==> config.mk <==
export PLATFORM = sky130hd
export DESIGN_NAME = cursor_line_editor_top
export DESIGN_NICKNAME = d
export VERILOG_FILES = /design/src/rtl/cle_pkg.sv /design/src/rtl/cursor_line_editor_top.sv /design/src/rtl/cle_mem.sv /design/src/rtl/cle_seq.sv
export SDC_FILE = /design/constraint.sdc
export NUM_CORES = 1
export LEC_CHECK = 0
export BUFFER_PORTS_ARGS = -buffer_cell sky130_fd_sc_hd__buf_2
export CAP_MARGIN = 15
export CORE_MARGIN = 4
export CORE_UTILIZATION = 50
export CTS_CLUSTER_SIZE = 28
export DETAILED_ROUTE_END_ITERATION = 10
export PLACE_DENSITY = 0.66
export SLEW_MARGIN = 40
export SYNTH_ARGS = -nofsm -noshare
export SYNTH_HDL_FRONTEND = slang
export SYNTH_HIERARCHICAL = 1
export SYNTH_SLANG_ARGS = --single-unit
==> constraint.sdc <==
create_clock -name clk -period 5.6 [get_ports clk]
set_input_delay 0.28 -clock clk [delete_from_list [all_inputs] [get_ports clk]]
set_output_delay 0.28 -clock clk [all_outputs]
set_load 0.05 [all_outputs]
==> src/rtl/cle_pkg.sv <==
// Shared word types and key codes for the line editor
package cle_pkg;

	// Input word: func selects keystroke or read-out
	typedef struct packed {
		logic       func;
		logic [7:0] key_code;
	} in_word_t;

	// Output word: one character of a read-out, or the single word for an empty line
	typedef struct packed {
		logic [7:0] char_out;
		logic       char_valid;
		logic       last;
		logic [7:0] cursor_char;
		logic       overflow;
	} out_word_t;

	// Function codes
	localparam logic FUNC_KEY  = 1'b0;
	localparam logic FUNC_READ = 1'b1;

	// Command keys
	localparam logic [7:0] KEY_LEFT  = 8'h3C; // '<'
	localparam logic [7:0] KEY_RIGHT = 8'h3E; // '>'
	localparam logic [7:0] KEY_DEL   = 8'h23; // '#'
	localparam logic [7:0] KEY_BKSP  = 8'h40; // '@'
	localparam logic [7:0] KEY_HOME  = 8'h5E; // '^'
	localparam logic [7:0] KEY_END   = 8'h24; // '$'

	// Cursor character reported when the cursor sits past the last character
	localparam logic [7:0] AT_END_CH = 8'h30; // '0'

endpackage

==> src/rtl/cursor_line_editor_top.sv <==
// Line editor with cursor: moves and a dropped insert finish in idle. An insert shifts each
// character right of the cursor up one cell and a delete shifts each one after the removed
// cell down one; each shifted cell costs a read and a write through the character store, whose
// read data is registered. A read-out fetches the cursor character, then gives one word per
// character, holding while stalled; the input stays stalled until the last word is loaded.
// Reset clears length, cursor, overflow flag and state at once; the store is not cleared.
module cursor_line_editor_top import cle_pkg::*; #(
	parameter int LINE_CAPACITY = 64
) (
	input  logic      clk,
	input  logic      arst_n,
	input  logic      req_valid,
	output logic      req_stall,
	input  in_word_t  req_word,
	output logic      rsp_valid,
	input  logic      rsp_stall,
	output out_word_t rsp_word
);

	localparam int AW = (LINE_CAPACITY > 1) ? $clog2(LINE_CAPACITY) : 1;
	localparam int LW = $clog2(LINE_CAPACITY + 1);

	logic          mem_we;
	logic [AW-1:0] mem_waddr;
	logic [7:0]    mem_wdata;
	logic          mem_re;
	logic [AW-1:0] mem_raddr;
	logic [7:0]    mem_rdata;

	// Sequencer
	cle_seq #(
		.LINE_CAPACITY(LINE_CAPACITY),
		.AW(AW),
		.LW(LW)
	) u_seq (
		.clk(clk),
		.arst_n(arst_n),
		.req_valid(req_valid),
		.req_stall(req_stall),
		.req_word(req_word),
		.rsp_valid(rsp_valid),
		.rsp_stall(rsp_stall),
		.rsp_word(rsp_word),
		.mem_we(mem_we),
		.mem_waddr(mem_waddr),
		.mem_wdata(mem_wdata),
		.mem_re(mem_re),
		.mem_raddr(mem_raddr),
		.mem_rdata(mem_rdata)
	);

	// Character store
	cle_mem #(
		.DEPTH(LINE_CAPACITY),
		.AW(AW)
	) u_mem (
		.clk(clk),
		.we(mem_we),
		.waddr(mem_waddr),
		.wdata(mem_wdata),
		.re(mem_re),
		.raddr(mem_raddr),
		.rdata(mem_rdata)
	);

endmodule

==> src/rtl/cle_mem.sv <==
// Character store: one write port, one read port, registered read data
module cle_mem #(
	parameter int DEPTH = 64,
	parameter int AW    = 6
) (
	input  logic          clk,
	input  logic          we,
	input  logic [AW-1:0] waddr,
	input  logic [7:0]    wdata,
	input  logic          re,
	input  logic [AW-1:0] raddr,
	output logic [7:0]    rdata
);

	logic [7:0] cells [DEPTH];

	// Write port
	always_ff @(posedge clk) begin
		if (we) begin
			cells[waddr] <= wdata;
		end
	end

	// Read port, data held until the next read
	always_ff @(posedge clk) begin
		if (re) begin
			rdata <= cells[raddr];
		end
	end

endmodule

==> src/rtl/cle_seq.sv <==
// Sequencer: decodes words, shifts cells through the store, streams read-outs
module cle_seq import cle_pkg::*; #(
	parameter int LINE_CAPACITY = 64,
	parameter int AW            = 6,
	parameter int LW            = 7
) (
	input  logic          clk,
	input  logic          arst_n,
	input  logic          req_valid,
	output logic          req_stall,
	input  in_word_t      req_word,
	output logic          rsp_valid,
	input  logic          rsp_stall,
	output out_word_t     rsp_word,
	output logic          mem_we,
	output logic [AW-1:0] mem_waddr,
	output logic [7:0]    mem_wdata,
	output logic          mem_re,
	output logic [AW-1:0] mem_raddr,
	input  logic [7:0]    mem_rdata
);

	typedef enum logic [3:0] {
		ST_IDLE,
		ST_INS_RD,
		ST_INS_WR,
		ST_INS_PUT,
		ST_DEL_RD,
		ST_DEL_WR,
		ST_CUR,
		ST_OUT_RD,
		ST_OUT_WR,
		ST_EMPTY
	} state_t;

	localparam logic [LW-1:0] CAP_L = LW'(LINE_CAPACITY);
	localparam logic [LW-1:0] ONE_L = LW'(1);

	state_t        state_q;
	logic [LW-1:0] len_q;
	logic [LW-1:0] cur_q;
	logic [LW-1:0] idx_q;
	logic [7:0]    key_q;
	logic [7:0]    curch_q;
	logic          ovf_q;
	logic          ovfs_q;
	logic          rsp_valid_q;
	out_word_t     rsp_q;

	logic          accept;
	logic          out_free;
	logic          rsp_load;
	logic [LW-1:0] idx_m1;
	logic [LW-1:0] idx_p1;

	assign req_stall = (state_q != ST_IDLE);
	assign accept    = req_valid && (state_q == ST_IDLE);
	assign out_free  = !rsp_valid_q || !rsp_stall;
	assign rsp_load  = ((state_q == ST_OUT_WR) || (state_q == ST_EMPTY)) && out_free;
	assign idx_m1    = idx_q - ONE_L;
	assign idx_p1    = idx_q + ONE_L;
	assign rsp_valid = rsp_valid_q;
	assign rsp_word  = rsp_q;

	// Store accesses for the current step
	always_comb begin
		mem_we    = 1'b0;
		mem_waddr = idx_q[AW-1:0];
		mem_wdata = mem_rdata;
		mem_re    = 1'b0;
		mem_raddr = idx_q[AW-1:0];
		unique case (state_q)
			ST_IDLE: begin
				mem_re    = accept && (req_word.func == FUNC_READ);
				mem_raddr = cur_q[AW-1:0];
			end
			ST_INS_RD: begin
				mem_re    = 1'b1;
				mem_raddr = idx_m1[AW-1:0];
			end
			ST_INS_WR: begin
				mem_we = 1'b1;
			end
			ST_INS_PUT: begin
				mem_we    = 1'b1;
				mem_waddr = cur_q[AW-1:0];
				mem_wdata = key_q;
			end
			ST_DEL_RD: begin
				mem_re    = (idx_q < len_q);
				mem_raddr = idx_p1[AW-1:0];
			end
			ST_DEL_WR: begin
				mem_we = 1'b1;
			end
			ST_OUT_RD: begin
				mem_re = 1'b1;
			end
			default: begin
			end
		endcase
	end

	// State, line bookkeeping and output register
	always_ff @(posedge clk or negedge arst_n) begin
		if (!arst_n) begin
			state_q     <= ST_IDLE;
			len_q       <= '0;
			cur_q       <= '0;
			idx_q       <= '0;
			key_q       <= '0;
			curch_q     <= '0;
			ovf_q       <= 1'b0;
			ovfs_q      <= 1'b0;
			rsp_valid_q <= 1'b0;
			rsp_q       <= '0;
		end else begin
			// output word loaded or taken
			if (rsp_load) begin
				rsp_valid_q <= 1'b1;
			end else if (rsp_valid_q && !rsp_stall) begin
				rsp_valid_q <= 1'b0;
			end
			unique case (state_q)
				ST_IDLE: begin
					if (accept) begin
						if (req_word.func == FUNC_READ) begin
							// flag snapshot for the whole read-out
							ovfs_q  <= ovf_q;
							ovf_q   <= 1'b0;
							state_q <= ST_CUR;
						end else begin
							unique case (req_word.key_code)
								KEY_LEFT: begin
									if (cur_q != '0) cur_q <= idx_m1 + cur_q - idx_q;
								end
								KEY_RIGHT: begin
									if (cur_q < len_q) cur_q <= cur_q + ONE_L;
								end
								KEY_DEL: begin
									if (cur_q < len_q) begin
										len_q   <= len_q - ONE_L;
										idx_q   <= cur_q;
										state_q <= ST_DEL_RD;
									end
								end
								KEY_BKSP: begin
									if (cur_q != '0) begin
										len_q   <= len_q - ONE_L;
										cur_q   <= cur_q - ONE_L;
										idx_q   <= cur_q - ONE_L;
										state_q <= ST_DEL_RD;
									end
								end
								KEY_HOME: begin
									cur_q <= '0;
								end
								KEY_END: begin
									cur_q <= len_q;
								end
								default: begin
									// insert before the cursor, or drop when full
									if (len_q == CAP_L) begin
										ovf_q <= 1'b1;
									end else begin
										key_q   <= req_word.key_code;
										idx_q   <= len_q;
										state_q <= (len_q != cur_q) ? ST_INS_RD : ST_INS_PUT;
									end
								end
							endcase
						end
					end
				end
				ST_INS_RD: begin
					state_q <= ST_INS_WR;
				end
				ST_INS_WR: begin
					// cell idx took cell idx-1; walk down toward the cursor
					idx_q   <= idx_m1;
					state_q <= (idx_m1 == cur_q) ? ST_INS_PUT : ST_INS_RD;
				end
				ST_INS_PUT: begin
					len_q   <= len_q + ONE_L;
					cur_q   <= cur_q + ONE_L;
					state_q <= ST_IDLE;
				end
				ST_DEL_RD: begin
					state_q <= (idx_q < len_q) ? ST_DEL_WR : ST_IDLE;
				end
				ST_DEL_WR: begin
					idx_q   <= idx_p1;
					state_q <= ST_DEL_RD;
				end
				ST_CUR: begin
					curch_q <= (cur_q < len_q) ? mem_rdata : AT_END_CH;
					idx_q   <= '0;
					state_q <= (len_q == '0) ? ST_EMPTY : ST_OUT_RD;
				end
				ST_OUT_RD: begin
					state_q <= ST_OUT_WR;
				end
				ST_OUT_WR: begin
					if (out_free) begin
						rsp_q.char_out    <= mem_rdata;
						rsp_q.char_valid  <= 1'b1;
						rsp_q.last        <= (idx_p1 == len_q);
						rsp_q.cursor_char <= curch_q;
						rsp_q.overflow    <= ovfs_q;
						idx_q             <= idx_p1;
						state_q           <= (idx_p1 == len_q) ? ST_IDLE : ST_OUT_RD;
					end
				end
				ST_EMPTY: begin
					if (out_free) begin
						rsp_q.char_out    <= '0;
						rsp_q.char_valid  <= 1'b0;
						rsp_q.last        <= 1'b1;
						rsp_q.cursor_char <= curch_q;
						rsp_q.overflow    <= ovfs_q;
						state_q           <= ST_IDLE;
					end
				end
				default: begin
					state_q <= ST_IDLE;
				end
			endcase
		end
	end

endmodule

### Word level (Yosys, flattened, before mapping)

Memory sizes are Yosys's and may differ from the RTL's. A register that Yosys moved wholly into a read port is not among the register bits.
Cells that the tools add are included.

* register bits: 63
* bits in writable memories: 512
* output and inout port bits: 21
* word-level logic and storage cells: 143
* memories: 1

* add/sub/neg operators: 8
* order comparisons: 2
* equality and inequality tests: 36
* multiplexer cells: 50
* bitwise operators: 3
* reduce and logical (&&, ||, !) cells: 29

Memory list
* u_mem.cells: words 64, bits a word 8, read ports 1, clocked after memory_dff 1, wr ports 1, line cle_mem.sv:15 `logic [7:0] cells [DEPTH];`

Operator list (count)
* 7-bit 2-to-1 mux: 14
* 7-bit case mux with 5 select lines: 2
* 7-bit case mux with 2 select lines: 3
* 19-bit 2-to-1 mux: 2
* 19-bit case mux with 2 select lines: 1
* 4-bit case mux with 9 select lines: 1
* 8-bit by 6-bit == test with 1-bit output (second input constant): 4
* 4-bit 2-to-1 mux: 8
* 7-bit by 1-bit adder with 7-bit output (second input constant): 3
* 7-bit case mux with 3 select lines: 1
* 7-bit by 1-bit subtractor with 7-bit output (second input constant): 3
* 3-bit inequality test (second input constant): 6
* 6-bit case mux with 3 select lines: 1
* 4-bit by 3-bit == test with 1-bit output (second input constant): 4
* 8-bit by 7-bit == test with 1-bit output (second input constant): 2
* 8-bit 2-to-1 mux: 2
* 7-bit == test: 2
* 7-bit less-than comparator: 2
* 7-bit AND reduction: 2
* 4-bit inequality test (second input constant): 3
* 4-bit case mux with 3 select lines: 1
* 4-bit by 2-bit == test with 1-bit output (second input constant): 2
* 4-bit == test (second input constant): 2
* 1-bit 2-to-1 mux: 8
* 32 further kinds: 49

### Logic depth before layout (Yosys ltp)

Gate-level depths: netlist of run 1.

* word-level depth: 8
* depth in mapped cells: 17

### Modules after synthesis

The synthesis of run 1 kept the hierarchy.

Modules (own cells, without submodules)
* cle_mem: instances 1, cells each 966, area each 20309.5 µm²
* cle_seq: instances 1, cells each 640, area each 5471.5 µm²

### Worst setup path after synthesis of run 1

Ideal clock, no wire load.

* kind: register -> register
* from: register u_seq.state_q[2]
* to: memory u_mem.cells[0][4], data pin
* library setup time: 702 ps
* arrival time: 3740 ps
* setup slack: 1158 ps
* cell stages (with the launch flop): 7
* buffers on the path: 3
* clock period less this slack: 4442 ps
* cell sequence: dfrtp_1 -> clkbuf_1 -> nor2_1 -> and2_1 -> clkbuf_1 -> clkbuf_1 -> o21ai_0

* longest elaborated chain between the ends: 2

RTL lines
* start, declared: line cle_seq.sv:39 `state_t state_q;`
* start signal, assigned: line cle_seq.sv:168 `state_q <= (len_q != cur_q) ? ST_INS_RD : ST_INS_PUT;`
* start signal, assigned: line cle_seq.sv:181 `state_q <= (idx_m1 == cur_q) ? ST_INS_PUT : ST_INS_RD;`
* start signal, assigned: line cle_seq.sv:189 `state_q <= (idx_q < len_q) ? ST_DEL_WR : ST_IDLE;`
* 4-bit by 2-bit == test with 1-bit output: line cle_seq.sv:72 `unique case (state_q)`
* 8-bit 2-to-1 mux: line cle_seq.sv:72
* via mem_wdata[4]: line cursor_line_editor_top.sv:25 `logic [7:0] mem_wdata;`
* end, declared: line cle_mem.sv:15

The timed path passes the listed nets, and every way through them passes these cells.

### Final worst setup path of run 1

* from: register u_seq.state_q[0]
* to: register u_mem.rdata[2] (read register of u_mem.cells), data pin

* elaborated cells between the ends (all ways): 9
* those cells by class: eq/ne: 3; mux: 2; reduce/logical: 4

RTL lines
* 4-bit by 3-bit == test with 1-bit output, or another cell as far along: line cle_seq.sv:72
* 6-bit case mux with 3 select lines *: line cle_seq.sv:72
* via mem_raddr[3]: line cursor_line_editor_top.sv:27 `logic [AW-1:0] mem_raddr;`
* end, declared: line cle_mem.sv:12 `output logic [7:0] rdata`

The timed path passes the listed nets; every way through them passes the cells marked *.
A chain may end at the register's enable or synchronous reset.

==> parameters.txt, run 1 <==
Parameter                              Value

Outcome
  Run status ... complete, no violations

CTS
  Number of levels the H-tree was split into ... 2
  Clk slew on worst S/H paths ... 60 ps
  Clock latency on the worst-skew pair ... 620 ps
  Total number of clock tree sinks ... 583
  CTS tree ... built
  Max clock buf depth ... 3
  # Post-CTS Setup Buffers ... 0
  Buffer cell driving the clock tree root ... clkbuf_16
  Number of buffers added by the clock tree synthesis step ... 58

Worst setup path
  Critical path peak fanout ... 24
  Endpoint arrival time on the critical path ... 5170 ps
  Max stage delay on crit path ... 770 ps
  Startpoint-to-endpoint class of the critical path ... flip-flop to flip-flop
  Cell with the largest stage delay on the worst path ... nor4_4
  FF-to-FF setup slack ... 790 ps
  Cell-by-cell trace of the critical path ... nor4_4 > a221o_1 > o21ba_2 > o22a_1 > buf_4 > nor2b_1 > nand2b_1 > a21oi_1 > a2111oi_2 > a221o_1
  Startpoint type of the worst setup path ... flip-flop
  Dominant delay contributor by cell family on the critical path ... compound AO/OA/AOI/OAI gates
  Kind of end point of the critical path ... flip-flop
  Data required time of the worst path ... 5970 ps
  Number of cell instances on the worst register-to-register path ... 10
  Crit-path most repeated cell ... a221o_1
  Launching point of the worst reg2reg path ... u_seq/state_q[0]$_DFFE_PN0P_
  Buffers and inverters on the worst path ... 1
  Capturing point of the worst reg2reg path ... u_mem/rdata[2]$_DFFE_PP_

Power and ir drop
  Switching power as a share of total power ... 40.05%
  Leak pwr ... 9.655 nW
  Peak supply drop ... 475.9 uV
  Power share of the sequential group ... 31.9%
  Pwr dens ... 680.6 nW/um2
  Switching power summed over all nets ... 0.007890 W
  Power Internal ... 0.01181 W
  Total power of the final layout ... 0.01970 W
  Power share of the combinational group ... 47.7%
  Clock share of power ... 20.4%

Timing
  Pin slew with the least headroom to its limit ... 839.1 ps
  Final hold violations ... 0
  Time the final worst path needs with I/O delays and setup ... 4806 ps
  Final count of negative-setup-slack endpoints ... 0
  Fmax ... 208.1 MHz
  Setup skew after layout ... 11.16 ps
  Fin Setup TNS ... 0 ps
  Worst hold slack ... 27.15 ps
  Max Transition Viols Final ... 0
  Post-route fraction of the period consumed by the critical path ... 85.82%
  Worst relative slew slack ... 43.86%
  Setup repair after global routing missed its margin ... no

Floorplan
  Die ar. ... 55260 um2
  Starting utilization of the core area ... 50.97%
  Die height ... 235.1 um
  Area inside the core boundary ... 50580 um2
  Die outline width ... 235.1 um
  I/O pin count ... 34
  Placement Rows ... 82

Cells and area
  Multi-input logic area ... 8183 um2
  Fraction of final layout cells with drive strength greater than 1 ... 22.83%
  Antenna Cells ... 0
  Net count of the finished layout ... 1698
  Sequential cell area ... 17190 um2
  Final std cell area, no fill ... 28940 um2
  # fillers ... 3833
  Synth-to-layout area growth ... 12.27%
  Layout Utilization ... 57.22%

Run
  Max-cap check violation count ... 0

Min path
  Number of cells traversed by the worst hold path ... 2
  Hold path startpoint ... req_word[5]
  Worst hold path class ... input port to flip-flop
  Hold EP ... u_seq/key_q[5]$_DFFE_PN0P_

Synth
  Per-instance average area after synthesis ... 16.05 um2
  Sequential-to-total area share from yosys stat ... 66.68%
  Dominant synthesized flop cell ... edfxtp_1
  Number of standard cells after synthesis ... 1606
  List of most frequent post-synthesis cells ... edfxtp_1 (520), mux4_2 (119), nor2_1 (110)
  Number of warning messages in the yosys log ... 6
  Seq cells post-synth ... 583
  Share of synthesized flip-flops with an asynchronous set or reset ... 10.81%
  Synth top area share ... 60.57%
  Number of flops mapped to enable cells by yosys ... 520
  Top area cells in the synthesized netlist ... edfxtp_1 (61%), mux4_2 (10%), dfrtp_1 (6.1%)
  Most instantiated library cell after synthesis ... edfxtp_1
  Cell taking the most area after synthesis ... edfxtp_1
  Netlist area before placement ... 25780 um2
  Mapped Nets ... 1649
  Synth cell types ... 92

Route
  1st-iter DRT viols ... 2018
  Number of vias in the routed layout ... 15180
  Routed via count divided by cell count ... 6.389
  Final routed DRC violation total ... 0
  Wire length after detailed routing ... 64.24 mm
  Average routed wire per standard cell ... 27.04 um
  TritonRoute pass-1 iters ... 6
  Final ANT Viol Nets ... 0

Place
  Detail Placement HPWL ... 41.11 mm
  Count of buffers inserted at the top-level ports ... 33
  GPL Wtd Cong ... 0.9150
  Cell area after placement ... 26830 um2

Global routing
  Global route overflow ... 0
  Largest net degree at the start of global routing ... 65
  Antenna violations before repair ... 0
  Via count of the first global-routing pass ... 14866
  Gr usage total ... 22.87%
  First-pass GRT wire length ... 96.52 mm
area by class of cell:
class                           count  share of cell area [%]
Inverter                           26                  0.3372
Multi-Input combinational cell    899                   28.27
Tap cell                          672                   2.905
Sequential cell                   583                   59.40
Clock buffer                       69                   5.231
Timing Repair Buffer               87                   2.244
Clock inverter                     40                   1.617
sequential cells by signal, indices dropped and copies added (netlist names):
| name | count |
|---|---|
| u_seq/state_q | 4 |
| u_seq/idx_q | 7 |
| u_seq/ovf_q | 1 |
| u_seq/cur_q | 7 |
| u_seq/len_q | 7 |
| u_seq/curch_q | 8 |
| u_seq/rsp_word | 19 |
| u_seq/rsp_valid | 1 |
| u_mem/rdata | 8 |
| u_seq/ovfs_q | 1 |
| u_seq/key_q | 8 |
| u_mem/cells | 512 |
cell usage in the layout, fill, tap and decap left out, types with 26 or more instances in the layout:
master     count
nand3_1       37
edfxtp_1     520
nor3_1        30
mux2i_1       39
nor2_2        38
buf_4         41
mux4_2       119
a21oi_1       44
dfrtp_1       63
nor2_1        73
nand2_1       79
inv_1         26
a22oi_1       27
buf_2         33
o21ai_0       36
ha_1          29
clkbuf_16     59
kinds of logic (layout without fill, tap and decap cells):
logic type                 Yosys count  in the layout  share of synthesized area [%]
xor gates and xnor gates            39             39                          1.543
buffers and inverters              124            222                          2.349
and+or+nand+nor                    374            374                          7.377
AOI/OAI and AO/OA                  272            272                          7.522
adders and majority gates           31             31                          1.524
DFF                                583            583                          66.68
muxes                              183            183                          13.00
layer usage:
layer / vias up / track usage [%] / wire, um
li1: 6514 / - / -
met1: 7840 / 33.75 / 27030
met2: 707 / 35.09 / 29620
met3: 119 / 5.159 / 5888
met4: 0 / 5.782 / 1705
met5: - / 0 / 0
power groups by stage:
| stage | Combinational, W | Clock [W] | Sequential (W) |
|---|---|---|---|
| global route | 0.0100 | 0.00427 | 0.00632 |
| finish | 0.00940 | 0.00402 | 0.00628 |
| CTS | 0.00932 | 0.00409 | 0.00627 |
| floorplan | 0.00646 | 0 | 0.00628 |
| detailed placement | 0.00928 | 0 | 0.00636 |
| global placement | 0.00909 | 0 | 0.00635 |
per-stage QoR:
step	cells	setup slack (ps)
2_1_floorplan	1606	1158
3_3_place_gp	2258	970.5
3_5_place_dp	2260	863.4
4_1_cts	2376	841.7
5_1_grt	2376	630.1
6_report	2376	794.0
how the worst max path moves through the flow:
stage,start,to,depth (start not counted)
2_1_floorplan,u_seq/state_q[2]$_DFFE_PN0P_,u_mem/cells[0][4]$_DFFE_PP_,6
3_3_place_gp,u_seq/state_q[0]$_DFFE_PN0P_,u_mem/rdata[2]$_DFFE_PP_,10
3_5_place_dp,u_seq/state_q[0]$_DFFE_PN0P_,u_mem/rdata[2]$_DFFE_PP_,10
4_1_cts,u_seq/state_q[0]$_DFFE_PN0P_,u_mem/rdata[2]$_DFFE_PP_,10
5_1_grt,u_seq/state_q[0]$_DFFE_PN0P_,u_mem/rdata[2]$_DFFE_PP_,10
6_report,u_seq/state_q[0]$_DFFE_PN0P_,u_mem/rdata[2]$_DFFE_PP_,10
what timing repair did:
| action | in CTS | in global routing |
|---|---|---|
| hold buffers | 7 | 0 |
| gates resized for setup | 0 | 0 |
| endpoints found under the hold margin | 69 | 0 |
worst reg2reg max path, cell delays in order (launching register included):
cell and delay [ps]:
dfrtp_1 650, nor4_4 780, a221o_1 300, o21ba_2 140, o22a_1 590, buf_4 440
nor2b_1 730, nand2b_1 230, a21oi_1 330, a2111oi_2 70, a221o_1 300
Note: power is estimated with default switching activity, not from simulation.
==> run 2, diff against run 1 <==
==> constraint.sdc (replaced) <==
create_clock -name clk -period 5.5 [get_ports clk]
set_input_delay 1.1 -clock clk [delete_from_list [all_inputs] [get_ports clk]]
set_output_delay 1.1 -clock clk [all_outputs]
set_load 0.05 [all_outputs]
==> parameters.txt, run 2 (same netlist as run 1, synthesis figures left out) <==
Parameter                              Value

Outcome
  Run status ... complete, no violations

Cells and area
  Net count of the finished layout ... 1695 (-0.18%)
  Flip-flop count of the largest register after layout ... 512 (unchanged)
  Commonest cells after routing, fill and taps aside ... edfxtp_1 (520), mux4_2 (119), nor2_1 (86), nand2_1 (79), dfrtp_1 (63)
  Post-layout instance count excluding filler cells ... 2373 (-0.13%)
  Multi-input logic area ... 8149 um2 (-0.41%)
  Fraction of final layout cells with drive strength greater than 1 ... 22.81% (about the same)
  # fillers ... 3823 (-0.26%)
  Synth-to-layout area growth ... 12.40%
  Layout Utilization ... 57.29% (+0.069 points)
  Antenna Cells ... 0 (unchanged)
  Most flop-heavy register ... u_mem/cells
  Final std cell area, no fill ... 28980 um2 (+0.12%)
  Sequential cell area ... 17190 um2 (unchanged)
  Most frequent standard cell in the layout excluding fill and tap cells ... edfxtp_1

Worst setup path
  Critical path peak fanout ... 36 (+50%)
  Startpoint type of the worst setup path ... flip-flop
  Kind of end point of the critical path ... flip-flop
  Startpoint-to-endpoint class of the critical path ... flip-flop to flip-flop
  Endpoint arrival time on the critical path ... 4880 ps (-290 ps)
  Data required time of the worst path ... 5870 ps (-100 ps)

Place
  Cell area after placement ... 26830 um2 (about the same)
  GPL Wtd Cong ... 0.9180 (+0.33%)
  Count of buffers inserted at the top-level ports ... 33 (unchanged)
  Cell count after placement ... 2264 (+0.18%)
  Detail Placement HPWL ... 40.88 mm (-0.55%)

Power and ir drop
  Clock share of power ... 21.1% (+0.7 points)
  Power share of the combinational group ... 47.3% (-0.4 points)
  Leak pwr ... 9.692 nW (+0.38%)
  Switching power summed over all nets ... 0.007989 W (+1.3%)
  Pwr dens ... 696.8 nW/um2 (+2.4%)
  Power Internal ... 0.01220 W (+3.3%)
  Peak supply drop ... 361.4 uV (-24%)
  Power share of the sequential group ... 31.5% (-0.4 points)
  Switching power as a share of total power ... 39.56% (-0.49 points)

Route
  Wire length after detailed routing ... 63.32 mm (-1.4%)
  Final routed DRC violation total ... 0 (unchanged)
  Number of vias in the routed layout ... 15132 (-0.32%)
  1st-iter DRT viols ... 2011 (-0.35%)
  Routed via count divided by cell count ... 6.377 (-0.19%)
  TritonRoute pass-1 iters ... 6 (unchanged)
  Final ANT Viol Nets ... 0 (unchanged)
  Average routed wire per standard cell ... 26.68 um (-1.3%)

CTS
  CTS tree ... built
  Buffer cell driving the clock tree root ... clkbuf_16
  # Post-CTS Setup Buffers ... 0 (unchanged)
  Total number of clock tree sinks ... 583 (unchanged)
  Number of levels the H-tree was split into ... 2 (unchanged)
  Max clock buf depth ... 3 (unchanged)
  Count of hold buffers inserted by post-cts repair ... 0 (-7)
  Clk slew on worst S/H paths ... 70 ps (about the same)
  Number of buffers added by the clock tree synthesis step ... 58 (unchanged)
  Clock latency on the worst-skew pair ... 620 ps (about the same)
  # resized after CTS ... 0 (unchanged)

Floorplan
  Die height ... 235.1 um (unchanged)
  Die outline width ... 235.1 um (unchanged)
  Starting utilization of the core area ... 50.97% (unchanged)
  Die ar. ... 55260 um2 (unchanged)
  I/O pin count ... 34 (unchanged)
  Area inside the core boundary ... 50580 um2 (unchanged)
  Placement Rows ... 82 (unchanged)

Global routing
  Global route overflow ... 0 (unchanged)
  Via count of the first global-routing pass ... 14817 (-0.33%)
  Gr usage total ... 22.68% (-0.19 points)
  Largest net degree at the start of global routing ... 65 (unchanged)
  Antenna violations before repair ... 0 (unchanged)
  First-pass GRT wire length ... 96.05 mm (-0.49%)

Timing
  Post-route fraction of the period consumed by the critical path ... 82.02% (-3.8 points)
  Setup repair after global routing missed its margin ... no
  Fmax ... 221.7 MHz (+6.5%)
  Time the final worst path needs with I/O delays and setup ... 4511 ps (-294.9 ps)
  Fin Setup TNS ... 0 ps (unchanged)
  Final hold violations ... 0 (unchanged)
  Setup skew after layout ... 14.53 ps (+3.372 ps)
  Final count of negative-setup-slack endpoints ... 0 (unchanged)
  Max Transition Viols Final ... 0 (unchanged)
  Pin slew with the least headroom to its limit ... 889.9 ps (+50.82 ps)
  Worst relative slew slack ... 40.68% (-3.2 points)

Min path
  Worst hold path class ... flip-flop to flip-flop

Run
  Max-cap check violation count ... 0 (unchanged)
-- run 2: area by class of cell --
| type | count | area share, % |
|---|---|---|
| inverter | 26 | 0.3368 |
| tap | 672 | 2.901 |
| sequential | 583 | 59.32 |
| clock buffer | 64 | 5.160 |
| clock inverter | 45 | 2.055 |
| timing repair buffer | 84 | 2.103 |
| multi-input combinational | 899 | 28.12 |
-- run 2: routing by layer --
layer | global-route usage [%] | wire length [um]
met1 | 34.10 | 27450
met4 | 5.997 | 1472
met3 | 4.069 | 5204
met5 | 0 | 0
met2 | 34.75 | 29200
-- run 2: final timing paths --
| check | slack [ps] | depth (start not counted) | startpoint | end |
|---|---|---|---|---|
| max | 990 | 13 | u_seq/idx_q[0]$_DFFE_PN0P_ | u_mem/rdata[1]$_DFFE_PP_ |
| min | 500 | 1 | u_seq/rsp_word[5]$_DFFE_PN0P_ | u_seq/rsp_word[5]$_DFFE_PN0P_ |
| max reg2reg | 990 | 13 | u_seq/idx_q[0]$_DFFE_PN0P_ | u_mem/rdata[1]$_DFFE_PP_ |
| min reg2reg | 500 | 1 | u_seq/rsp_word[5]$_DFFE_PN0P_ | u_seq/rsp_word[5]$_DFFE_PN0P_ |
| max in group asynchronous | 4500 | 2 | arst_n | u_seq/rsp_word[9]$_DFFE_PN0P_ |
| min in group asynchronous | 570 | 2 | arst_n | u_seq/len_q[1]$_DFFE_PN0P_ |
-- run 2: power by group through the flow --
stage / clock, W / sequential [W] / combinational (W)
floorplan: 0 / 0.00640 / 0.00658
global placement: 0 / 0.00645 / 0.00927
detailed placement: 0 / 0.00645 / 0.00941
CTS: 0.00435 / 0.00636 / 0.00947
global route: 0.00455 / 0.00641 / 0.0102
finish: 0.00427 / 0.00637 / 0.00956
-- run 2: stage by stage --
step | setup WS, ps | power [W] | hold WS [ps]
after floorplan | 1058 | 0.01297 | 460.3
after global placement | 1158 | 0.01572 | 456.2
after detailed placement | 1123 | 0.01585 | 467.5
after CTS | 1104 | 0.02017 | 503.7
after global routing | 800.8 | 0.02112 | 516.2
final | 988.9 | 0.02019 | 500.6
-- run 2: worst max-delay path, cell delays in order, from the launching register on --
cell       delay [ps]
dfrtp_1           530
inv_1             270
ha_1              430
or3b_2            590
xor2_1            260
nor2_1             70
a21oi_1           170
o311ai_2          210
buf_4             340
nor3b_1           620
a22oi_1           210
nor2_1            190
a2111oi_2          70
a221o_1           280
==> run 3, diff against run 2 <==
--- a/config.mk
+++ b/config.mk
@@ -11,7 +11,7 @@
 export CORE_UTILIZATION = 50
 export CTS_CLUSTER_SIZE = 28
 export DETAILED_ROUTE_END_ITERATION = 10
-export PLACE_DENSITY = 0.66
+export PLACE_DENSITY = 0.68
 export SLEW_MARGIN = 40
 export SYNTH_ARGS = -nofsm -noshare
 export SYNTH_HDL_FRONTEND = slang
==> constraint.sdc (replaced) <==
create_clock -name clk -period 3.7 [get_ports clk]
set_input_delay 0.74 -clock clk [delete_from_list [all_inputs] [get_ports clk]]
set_output_delay 0.74 -clock clk [all_outputs]
set_load 0.05 [all_outputs]
==> parameters.txt, run 3 (same netlist as run 1, synthesis figures left out) <==
Parameter                              Value

Worst setup path
  Startpoint type of the worst setup path ... flip-flop
  Startpoint-to-endpoint class of the critical path ... flip-flop to flip-flop
  Endpoint arrival time on the critical path ... 3890 ps (-990 ps)
  Number of cell instances on the worst register-to-register path ... 10 (-3)
  Critical path peak fanout ... 10 (-72%)
  Kind of end point of the critical path ... flip-flop
  FF-to-FF setup slack ... 160 ps (-820 ps)
  Launching point of the worst reg2reg path ... u_seq/idx_q[0]$_DFFE_PN0P_
  Capturing point of the worst reg2reg path ... u_mem/rdata[5]$_DFFE_PP_
  Data required time of the worst path ... 4060 ps (-1810 ps)

Cells and area
  Net count of the finished layout ... 1801 (+6.3%)
  Post-layout instance count excluding filler cells ... 2479 (+4.5%)
  Fraction of final layout cells with drive strength greater than 1 ... 26.25% (+3.4 points)
  Most flop-heavy register ... u_mem/cells
  Synth-to-layout area growth ... 14.95%
  Most frequent standard cell in the layout excluding fill and tap cells ... edfxtp_1
  Commonest cells after routing, fill and taps aside ... edfxtp_1 (520), buf_4 (142), mux4_2 (119), nor2_1 (110), nand2_1 (79)
  Layout Utilization ... 58.59% (+1.3 points)
  Flip-flop count of the largest register after layout ... 512 (unchanged)

Floorplan
  Placement Rows ... 82 (unchanged)
  Area inside the core boundary ... 50580 um2 (unchanged)
  Die ar. ... 55260 um2 (unchanged)
  Die outline width ... 235.1 um (unchanged)
  Die height ... 235.1 um (unchanged)
  I/O pin count ... 34 (unchanged)
  Starting utilization of the core area ... 50.97% (unchanged)

CTS
  Max clock buf depth ... 3 (unchanged)
  Number of levels the H-tree was split into ... 2 (unchanged)
  Number of buffers added by the clock tree synthesis step ... 58 (unchanged)
  CTS tree ... built
  Buffer cell driving the clock tree root ... clkbuf_16
  Count of hold buffers inserted by post-cts repair ... 0 (unchanged)
  Clk slew on worst S/H paths ... 70 ps (about the same)
  Clock latency on the worst-skew pair ... 610 ps (about the same)
  Total number of clock tree sinks ... 583 (unchanged)

Min path
  Worst hold path class ... input port to async pin

Route
  Routed via count divided by cell count ... 6.238 (-2.2%)
  Average routed wire per standard cell ... 26.18 um (-1.9%)
  TritonRoute pass-1 iters ... 6 (unchanged)
  Wire length after detailed routing ... 64.89 mm (+2.5%)
  1st-iter DRT viols ... 1940 (-3.5%)
  Final routed DRC violation total ... 0 (unchanged)
  Number of vias in the routed layout ... 15464 (+2.2%)
  Final ANT Viol Nets ... 0 (unchanged)

Timing
  Post-route fraction of the period consumed by the critical path ... 95.57% (+14 points)
  Final count of negative-setup-slack endpoints ... 0 (unchanged)
  Fin Setup TNS ... 0 ps (unchanged)
  Setup repair after global routing missed its margin ... no
  Pin slew with the least headroom to its limit ... 768.1 ps (-121.8 ps)
  Time the final worst path needs with I/O delays and setup ... 3536 ps (-975.2 ps)
  Final hold violations ... 0 (unchanged)
  Setup skew after layout ... 21.83 ps (+7.300 ps)
  Fmax ... 282.8 MHz (+28%)
  Worst relative slew slack ... 48.80% (+8.1 points)
  Max Transition Viols Final ... 0 (unchanged)

Power and ir drop
  Leak pwr ... 10.20 nW (+5.2%)
  Power share of the sequential group ... 30.5% (-1.0 points)
  Switching power as a share of total power ... 39.61% (+0.053 points)
  Pwr dens ... 1030 nW/um2 (+48%)
  Total power of the final layout ... 0.03052 W (+51%)
  Power share of the combinational group ... 50.7% (+3.4 points)
  Clock share of power ... 18.7% (-2.4 points)
  Switching power summed over all nets ... 0.01209 W (+51%)
  Power Internal ... 0.01843 W (+51%)
  Peak supply drop ... 464.3 uV (+28%)

Global routing
  Global route overflow ... 0 (unchanged)
  Largest net degree at the start of global routing ... 65 (unchanged)
  Gr usage total ... 23.12% (+0.44 points)
  Via count of the first global-routing pass ... 15199 (+2.6%)
  First-pass GRT wire length ... 97.48 mm (+1.5%)
  Antenna violations before repair ... 3 (+3)

Place
  Count of buffers inserted at the top-level ports ... 33 (unchanged)
  Cell count after placement ... 2363 (+4.4%)
  Detail Placement HPWL ... 43.44 mm (+6.3%)
  GPL Wtd Cong ... 0.9376 (+2.1%)

Outcome
  Run status ... complete, no violations

Run
  Max-cap check violation count ... 0 (unchanged)
## run 3: changes by cell type in the layout (fill, tap and decap cells not counted), moves of 8 or more
cell       before  now
nor2_2         25    1
bufinv_16      12    4
buf_4          45  142
nor2_1         86  110
buf_12          4   15
## run 3: how the worst max path moves through the flow
stage | slack [ps] | depth (start not counted) | from | to
2_1_floorplan | -740 | 6 | u_seq/state_q[2]$_DFFE_PN0P_ | u_mem/cells[0][4]$_DFFE_PP_
3_3_place_gp | 60 | 12 | u_seq/state_q[1]$_DFFE_PN0P_ | u_mem/rdata[3]$_DFFE_PP_
3_5_place_dp | 9 | 10 | u_seq/idx_q[0]$_DFFE_PN0P_ | u_mem/rdata[1]$_DFFE_PP_
4_1_cts | 20 | 10 | u_seq/idx_q[0]$_DFFE_PN0P_ | u_mem/rdata[3]$_DFFE_PP_
5_1_grt | 2 | 14 | u_seq/idx_q[0]$_DFFE_PN0P_ | u_mem/rdata[1]$_DFFE_PP_
6_report | 160 | 10 | u_seq/idx_q[0]$_DFFE_PN0P_ | u_mem/rdata[5]$_DFFE_PP_
## run 3: layer usage
metal  global-route usage [%]  part of all wire (%)
met5                        0                 0.014
met1                    33.33                    41
met4                    6.033                   2.5
met2                    35.52                    47
met3                    6.133                   9.7
## run 3: what timing repair did
item                       CTS  global route
setup endpoints to repair    1             8
resized for setup            1             8
pin swaps                    0             1
buffers inserted             0             7
## run 3: through the flow
step | setup slack [ps] | cell area [um2] | hold WS [ps]
final | 164.1 | 29630 | 88.07
after CTS | 22.41 | 29530 | 83.76
after floorplan | -741.9 | 25780 | 444.4
after detailed placement | 9.226 | 27670 | 470.9
after global routing | 1.557 | 29630 | 111.6
after global placement | 61.92 | 27670 | 455.9
## run 3: cell type report
cell class / count / area [um2]
fill: 3749 / 20950
sequential: 583 / 17190
multi-input combinational: 899 / 8109
timing repair buffer: 190 / 1531
clock buffer: 69 / 1524
tap: 672 / 840.8
clock inverter: 39 / 337.8
inverter: 26 / 97.59
antenna: 1 / 2.502
## run 3: critical path: stages (launching register included)
cell and delay, ps:
dfrtp_1 480, buf_4 220, nor4_1 260, o21ai_0 240, nand2_4 240, buf_12 190, mux4_2 560, nor2b_1 170
a2111oi_0 580, nor3_1 110, a22o_1 230
## run 3: power groups by stage
stage	registers [W]	clock network (W)	logic [W]
2_1_floorplan	0.00951	0	0.00977
3_3_place_gp	0.00941	0	0.0149
3_5_place_dp	0.00943	0	0.0151
4_1_cts	0.00930	0.00582	0.0152
5_1_grt	0.00936	0.00611	0.0164
6_report	0.00932	0.00572	0.0155
